[src/hw/rtl/sitda_pkg.sv]
// Shared types and character constants for the signed integer to decimal text block.
// Used by the controller, the datapath and the top level; depends on nothing else.
`timescale 1ns / 1ps
`default_nettype none

package sitda_pkg;

    // ASCII codes of the characters that the block emits.
    localparam logic [6:0] CHAR_MINUS = 7'd45;
    localparam logic [6:0] CHAR_ZERO  = 7'd48;

    // Commands from the controller to the datapath.
    typedef struct packed {
        logic load;        // take a new input item
        logic conv_step;   // one double-dabble shift
        logic skip_step;   // drop one leading zero digit
        logic emit_sign;   // put the minus sign in the output register
        logic emit_digit;  // put the top digit in the output register
    } sitda_cmd_t;

    // Status from the datapath back to the controller.
    typedef struct packed {
        logic last_bit;    // the conversion is on its final bit
        logic top_zero;    // the most significant remaining digit is zero
        logic one_left;    // only one digit remains
        logic negative;    // the item was negative
        logic slot_free;   // the output register can take a character
    } sitda_sts_t;

endpackage

`default_nettype wire

[src/hw/rtl/sitda_ctrl.sv]
// Sequencer for the signed integer to decimal text block.
// Depends on sitda_pkg for the command and status structs.
`timescale 1ns / 1ps
`default_nettype none

module sitda_ctrl (
    input  wire logic                  clk,
    input  wire logic                  rst_n,
    input  wire logic                  src_valid,
    output logic                       src_stall,
    input  wire sitda_pkg::sitda_sts_t sts,
    output sitda_pkg::sitda_cmd_t      cmd
);
    import sitda_pkg::*;

    localparam logic [2:0] S_IDLE   = 3'd0;
    localparam logic [2:0] S_CONV   = 3'd1;
    localparam logic [2:0] S_SKIP   = 3'd2;
    localparam logic [2:0] S_SIGN   = 3'd3;
    localparam logic [2:0] S_DIGITS = 3'd4;

    logic [2:0] state_reg;
    logic [2:0] state_next;

    // A new item is taken only while the sequencer is idle.
    assign src_stall = (state_reg != S_IDLE);

    // Next state and commands.
    always_comb
    begin
        state_next = state_reg;
        cmd        = '0;
        unique case (state_reg)
            S_IDLE:
            begin
                if (src_valid)
                begin
                    cmd.load   = 1'b1;
                    state_next = S_CONV;
                end
            end
            S_CONV:
            begin
                cmd.conv_step = 1'b1;
                if (sts.last_bit)
                begin
                    state_next = S_SKIP;
                end
            end
            S_SKIP:
            begin
                if (sts.top_zero && !sts.one_left)
                begin
                    cmd.skip_step = 1'b1;
                end
                else if (sts.negative)
                begin
                    state_next = S_SIGN;
                end
                else
                begin
                    state_next = S_DIGITS;
                end
            end
            S_SIGN:
            begin
                if (sts.slot_free)
                begin
                    cmd.emit_sign = 1'b1;
                    state_next    = S_DIGITS;
                end
            end
            S_DIGITS:
            begin
                if (sts.slot_free)
                begin
                    cmd.emit_digit = 1'b1;
                    if (sts.one_left)
                    begin
                        state_next = S_IDLE;
                    end
                end
            end
            default:
            begin
                state_next = S_IDLE;
            end
        endcase
    end

    // State register.
    always_ff @(posedge clk or negedge rst_n)
    begin
        if (!rst_n)
        begin
            state_reg <= S_IDLE;
        end
        else
        begin
            state_reg <= state_next;
        end
    end

endmodule

`default_nettype wire

[src/hw/rtl/sitda_datapath.sv]
// Datapath: magnitude register, bit-serial double-dabble BCD register and output register.
// Depends on sitda_pkg for the command and status structs and the character codes.
`timescale 1ns / 1ps
`default_nettype none

module sitda_datapath #(
    parameter int VALUE_BITS = 32
) (
    input  wire logic                         clk,
    input  wire logic                         rst_n,
    input  wire logic signed [VALUE_BITS-1:0] value,
    input  wire sitda_pkg::sitda_cmd_t        cmd,
    output sitda_pkg::sitda_sts_t             sts,
    output logic [6:0]                        character,
    output logic                              last,
    output logic                              dst_valid,
    input  wire logic                         dst_stall
);
    import sitda_pkg::*;

    // Decimal digits needed for any VALUE_BITS-bit unsigned magnitude.
    localparam int NDIG  = (VALUE_BITS * 30103) / 100000 + 1;
    localparam int NB    = NDIG * 4;
    localparam int CNT_W = $clog2(VALUE_BITS);
    localparam int DIG_W = $clog2(NDIG + 1);

    logic [VALUE_BITS-1:0] mag_reg;
    logic [NB-1:0]         bcd_reg;
    logic [NB-1:0]         bcd_adj;
    logic [CNT_W-1:0]      bit_cnt_reg;
    logic [DIG_W-1:0]      dig_left_reg;
    logic                  neg_reg;
    logic [6:0]            character_reg;
    logic                  last_reg;
    logic                  valid_reg;
    logic [3:0]            top_digit;

    // Add three to every digit of five or more before the shift.
    always_comb
    begin
        for (int i = 0; i < NDIG; i++)
        begin
            if (bcd_reg[i*4 +: 4] >= 4'd5)
            begin
                bcd_adj[i*4 +: 4] = bcd_reg[i*4 +: 4] + 4'd3;
            end
            else
            begin
                bcd_adj[i*4 +: 4] = bcd_reg[i*4 +: 4];
            end
        end
    end

    assign top_digit = bcd_reg[NB-1 -: 4];

    // Status back to the controller.
    always_comb
    begin
        sts.last_bit  = (bit_cnt_reg == CNT_W'(VALUE_BITS - 1));
        sts.top_zero  = (top_digit == 4'd0);
        sts.one_left  = (dig_left_reg == DIG_W'(1));
        sts.negative  = neg_reg;
        sts.slot_free = !valid_reg || !dst_stall;
    end

    // Magnitude, BCD digits and counters; payload, so no reset.
    always_ff @(posedge clk)
    begin
        if (cmd.load)
        begin
            neg_reg      <= value[VALUE_BITS-1];
            mag_reg      <= value[VALUE_BITS-1] ? ((~value) + 1'b1) : value;
            bcd_reg      <= '0;
            bit_cnt_reg  <= '0;
            dig_left_reg <= DIG_W'(NDIG);
        end
        else if (cmd.conv_step)
        begin
            bcd_reg     <= {bcd_adj[NB-2:0], mag_reg[VALUE_BITS-1]};
            mag_reg     <= {mag_reg[VALUE_BITS-2:0], 1'b0};
            bit_cnt_reg <= bit_cnt_reg + 1'b1;
        end
        else if (cmd.skip_step || cmd.emit_digit)
        begin
            bcd_reg      <= {bcd_reg[NB-5:0], 4'd0};
            dig_left_reg <= dig_left_reg - 1'b1;
        end
    end

    // Output character register.
    always_ff @(posedge clk)
    begin
        if (cmd.emit_sign)
        begin
            character_reg <= CHAR_MINUS;
            last_reg      <= 1'b0;
        end
        else if (cmd.emit_digit)
        begin
            character_reg <= CHAR_ZERO + {3'd0, top_digit};
            last_reg      <= sts.one_left;
        end
    end

    // Output valid: set on an emit, cleared once the item is taken.
    always_ff @(posedge clk or negedge rst_n)
    begin
        if (!rst_n)
        begin
            valid_reg <= 1'b0;
        end
        else if (cmd.emit_sign || cmd.emit_digit)
        begin
            valid_reg <= 1'b1;
        end
        else if (!dst_stall)
        begin
            valid_reg <= 1'b0;
        end
    end

    assign character = character_reg;
    assign last      = last_reg;
    assign dst_valid = valid_reg;

endmodule

`default_nettype wire

[src/hw/rtl/signed_int_to_decimal_ascii.sv]
// Signed integer to decimal ASCII text, one character per output item, last marked.
// The first character comes after the conversion of all VALUE_BITS bits and the
// skip of leading zero digits; no new item is taken until the current item's last digit is emitted.
// NDIG is the digit count of the BCD register (10 at 32 bits).
// The conversion is a bit-serial double-dabble, and the zero skip drops one digit a cycle.
// Reset clears the sequencer and the output valid; no item is in flight after it.
`timescale 1ns / 1ps
`default_nettype none

module signed_int_to_decimal_ascii #(
    parameter int VALUE_BITS = 32
) (
    input  wire logic                         clk,
    input  wire logic                         rst_n,
    input  wire logic                         src_valid,
    output logic                              src_stall,
    input  wire logic signed [VALUE_BITS-1:0] value,
    output logic                              dst_valid,
    input  wire logic                         dst_stall,
    output logic [6:0]                        character,
    output logic                              last
);
    import sitda_pkg::*;

    sitda_cmd_t cmd;
    sitda_sts_t sts;

    sitda_ctrl u_ctrl (
        .clk       (clk),
        .rst_n     (rst_n),
        .src_valid (src_valid),
        .src_stall (src_stall),
        .sts       (sts),
        .cmd       (cmd)
    );

    sitda_datapath #(
        .VALUE_BITS (VALUE_BITS)
    ) u_datapath (
        .clk       (clk),
        .rst_n     (rst_n),
        .value     (value),
        .cmd       (cmd),
        .sts       (sts),
        .character (character),
        .last      (last),
        .dst_valid (dst_valid),
        .dst_stall (dst_stall)
    );

    // The block is busy right after taking an item.
    a_busy_after_accept: assert property (@(posedge clk) disable iff (!rst_n)
        (src_valid && !src_stall) |=> src_stall)
        else $error("block not busy after accepting an item");

    // At most one datapath command at a time.
    a_one_command: assert property (@(posedge clk) disable iff (!rst_n)
        $onehot0(cmd))
        else $error("more than one datapath command");

    // Only a minus sign or a decimal digit is ever presented.
    a_char_code: assert property (@(posedge clk) disable iff (!rst_n)
        dst_valid |-> (character == CHAR_MINUS ||
                       (character >= CHAR_ZERO && character <= CHAR_ZERO + 7'd9)))
        else $error("illegal output character");

    // The minus sign is never the final character.
    a_sign_not_last: assert property (@(posedge clk) disable iff (!rst_n)
        (dst_valid && character == CHAR_MINUS) |-> !last)
        else $error("minus sign marked last");

endmodule

`default_nettype wire

[config.mk]
export PLATFORM = sky130hd
export DESIGN_NAME = signed_int_to_decimal_ascii
export DESIGN_NICKNAME = d
export VERILOG_FILES = /design/src/hw/rtl/sitda_pkg.sv /design/src/hw/rtl/sitda_ctrl.sv /design/src/hw/rtl/sitda_datapath.sv /design/src/hw/rtl/signed_int_to_decimal_ascii.sv
export SDC_FILE = /design/constraint.sdc
export NUM_CORES = 1
export LEC_CHECK = 0
export ABC_AREA = 1
export BUFFER_PORTS_ARGS = -buffer_cell sky130_fd_sc_hd__buf_2
export CAP_MARGIN = 10
export CORE_MARGIN = 10
export CORE_UTILIZATION = 55
export CTS_CLUSTER_DIAMETER = 80
export CTS_CLUSTER_SIZE = 30
export DETAILED_ROUTE_END_ITERATION = 12
export GPL_TIMING_DRIVEN = 0
export PLACE_DENSITY = 0.82
export SYNTH_ARGS = -nofsm -noshare
export SYNTH_HDL_FRONTEND = slang
export SYNTH_HIERARCHICAL = 1
export SYNTH_SLANG_ARGS = --single-unit
[constraint.sdc]
create_clock -name clk -period 3.1 [get_ports clk]
set_input_delay 0.93 -clock clk [delete_from_list [all_inputs] [get_ports clk]]
set_output_delay 0.93 -clock clk [all_outputs]
set_load 0.01 [all_outputs]
==> flow_summary.toml <==
[placement]
hpwl_mm = 10.31
port_buffers = 43
placed_cells = 966
place_congestion = 0.9376
post-place-ws_ns = 0.02918

[worst_setup_path]
slowest_delay_ns = 0.63
path_class = "reg -> reg"
cp.depth = 8
path_cells = "nor2_2 > nand2_1 > nor2_1 > inv_2 > buf_2 > clkbuf_1 > nand2_1 > buf_16"
reg2reg_depth = 8
critPathRequiredTime_ns = 3.16
cp-start-kind = "flip-flop"
cp.arrival_ns = 2.82
critPathMostFrequentCell = "nand2_1"
crit_path_end_kind = "flip-flop"
critPathMaxFanout = 17
crit_family = "simple AND/OR/NAND/NOR gates"
worst-path-buf-inv = 4
cp_slowest_cell = "nand2_1"

[synthesis]
synth-async-reset-ratio_pct = 4.348
synth-adder-area-share_pct = 5.436
ys_seq_elements = 92
synth-seq-area-share_pct = 38.10
synth_top_family_by_area = "simple AND/OR/NAND/NOR gates"
ys_warn_count = 6
synth_compound_area_share_pct = 20.27
synthXorXnorAreaFrac_pct = 3.196
ys_types = 37
avgSynthCellArea_um2 = 7.321
syn_nets = 847
synth_ff_type = "dfxtp_1"
synth_cells = 786
yosys.area_share.simple_pct = 24.09
muxShareOfSynthArea_pct = 0
synth_edf_count = 33
synth.cell_area_um2 = 5754

[clock_network]
cts_setup_buffers = 0
clock_path_buffers = 2
htreeDepth = 3
clock-sinks = 92
cts_tree = "done"
ctsResizeCount = 0
clock_latency_ns = 0.36
cts_buffers = 9
hold_buffers = 0
cts.clk_slew.worst_paths_ns = 0.09
cts_root_buf = "clkbuf_8"

[timing]
slew_headroom_pct = 49.81
fin_ws_ns = 0.3398
setup_violations = 0
holdWs_ns = 0.3584
finalCriticalPeriod_ns = 2.760
rsz0062_at_grt = "false"
fmax_ghz = 0.3623
final.setup_skew_ns = 0.01483
hold_violations = 0
tightest_slew_ns = 0.7511
drv_slew = 0
min_period_over_period_pct = 89.04

[global_routing]
grt_pass1_vias = 5300
antenna_found_initial = 0
gr-total-overflow = 0
grt_pass1_wl_mm = 23.88
gr-usage-all-layers_pct = 19.26
grt_max_degree = 18

[floorplan]
die_area_um2 = 14950
die_w_um = 122.3
start_util_pct = 55.99
io_pins = 46
core_um2 = 10280
rows = 37
die_h_um = 122.3

[min_path]
hold_path.class = "in -> async"

[cells_and_area]
final_common_cell = "nand2_1"
num_antenna_cells = 0
syn_to_final_growth_pct = 10.72
nets = 902
largest_reg_flops = 40
utilization_pct = 61.99
layoutNonFillerInstCount = 982
drive_gt1_share_pct = 14.30
layout_common_cells = "nand2_1, o21ai_0, inv_1, a21oi_1, nand3_1"

[job]
max-cap-violations = 0

[drt]
viasPerCell = 5.574
drc = 0
vias = 5474
wl_per_cell_um = 14.40
route.antenna.remaining_nets = 0
drt_iter0_drc = 465
routed_wl_mm = 14.14
drtPass1Iterations = 6

[outcome]
status = "completed"

[power]
vdd_drop_max_v = 0.0004045
powerDensity_nw_per_um2 = 962.1
p_leak_nw = 2.745
[cell usage after synthesis (9+ instances only)]
master | number | area (um2)
a21oi_1 | 70 | 350.3
a31oi_1 | 12 | 75.07
buf_2 | 10 | 50.05
clkbuf_1 | 12 | 45.04
dfxtp_1 | 55 | 1101
edfxtp_1 | 33 | 991.0
ha_1 | 25 | 312.8
inv_1 | 81 | 304.0
nand2_1 | 148 | 555.5
nand3_1 | 56 | 280.3
nand4_1 | 11 | 68.82
nor2_1 | 51 | 191.4
nor2_2 | 10 | 62.56
o21ai_0 | 105 | 525.5
o21ai_1 | 20 | 100.1
or2_2 | 9 | 56.30
xor2_1 | 16 | 140.1
[per-stage QoR]
| stage | cell area, um2 | power (mW) | setup TNS (ns) |
|---|---|---|---|
| 2_1_floorplan | 5754 | 4.425 | 0 |
| 3_3_place_gp | 6140 | 5.119 | -7.654 |
| 3_5_place_dp | 6167 | 5.284 | 0 |
| 4_1_cts | 6371 | 6.115 | 0 |
| 5_1_grt | 6371 | 6.693 | 0 |
| 6_report | 6371 | 6.130 | 0 |
[report_power, final]
group | switching (mW) | internal, mW | total (mW)
Combinational | 1.88 | 1.06 | 2.94
Sequential | 0.410 | 1.97 | 2.38
Clock | 0.429 | 0.386 | 0.815
Total | 2.72 | 3.41 | 6.13
[worst paths after layout]
path / from / end / slack (ns)
min reg2reg: u_datapath/character[1] / u_datapath/character[1] / 0.47
max in group asynchronous: rst_n / u_ctrl/state_reg[2] / 2.62
min: rst_n / u_datapath/dst_valid / 0.36
max reg2reg: u_ctrl/state_reg[0] / u_datapath/mag_reg[7] / 0.34
min in group clk: u_datapath/character[1] / u_datapath/character[1] / 0.47
max: u_ctrl/state_reg[0] / u_datapath/mag_reg[7] / 0.34
[layout make-up]
class                           count  area, um2
Fill cell                         972       3906
Multi-Input combinational cell    575       3057
Sequential cell                    92       2192
Inverter                           86      325.3
Timing Repair Buffer               44      242.7
Buffer                             33      180.2
Clock buffer                       12      176.4
Tap cell                          136      170.2
Clock inverter                      4      27.53
[worst reg2reg max path, cell delays in order, from the launching register on]
cell and delay [ns]:
dfrtp_1 0.47, nor2_2 0.18, nand2_1 0.11, nor2_1 0.29
inv_2 0.07, buf_2 0.22, clkbuf_1 0.25, nand2_1 0.63
buf_16 0.24
[logic make-up (layout without fill, tap and decap cells)]
| family | after synthesis | in the layout |
|---|---|---|
| simple gates | 306 | 306 |
| other cells | 2 | 2 |
| flops | 92 | 92 |
| fa+ha+maj | 25 | 25 |
| compound gates | 221 | 221 |
| buf+inv | 119 | 179 |
| xor+xnor | 21 | 21 |
[routing by layer]
metal	part of all wire, %	GRT usage, %	vias up	wire length, um
met4	0.88	4.713	0	124
met5	0	0	-	0
met3	6.2	3.903	14	881
li1	-	-	2757	-
met2	48	33.45	177	6851
met1	44	23.98	2526	6281
No activity file was read; power rests on OpenSTA's default activity.
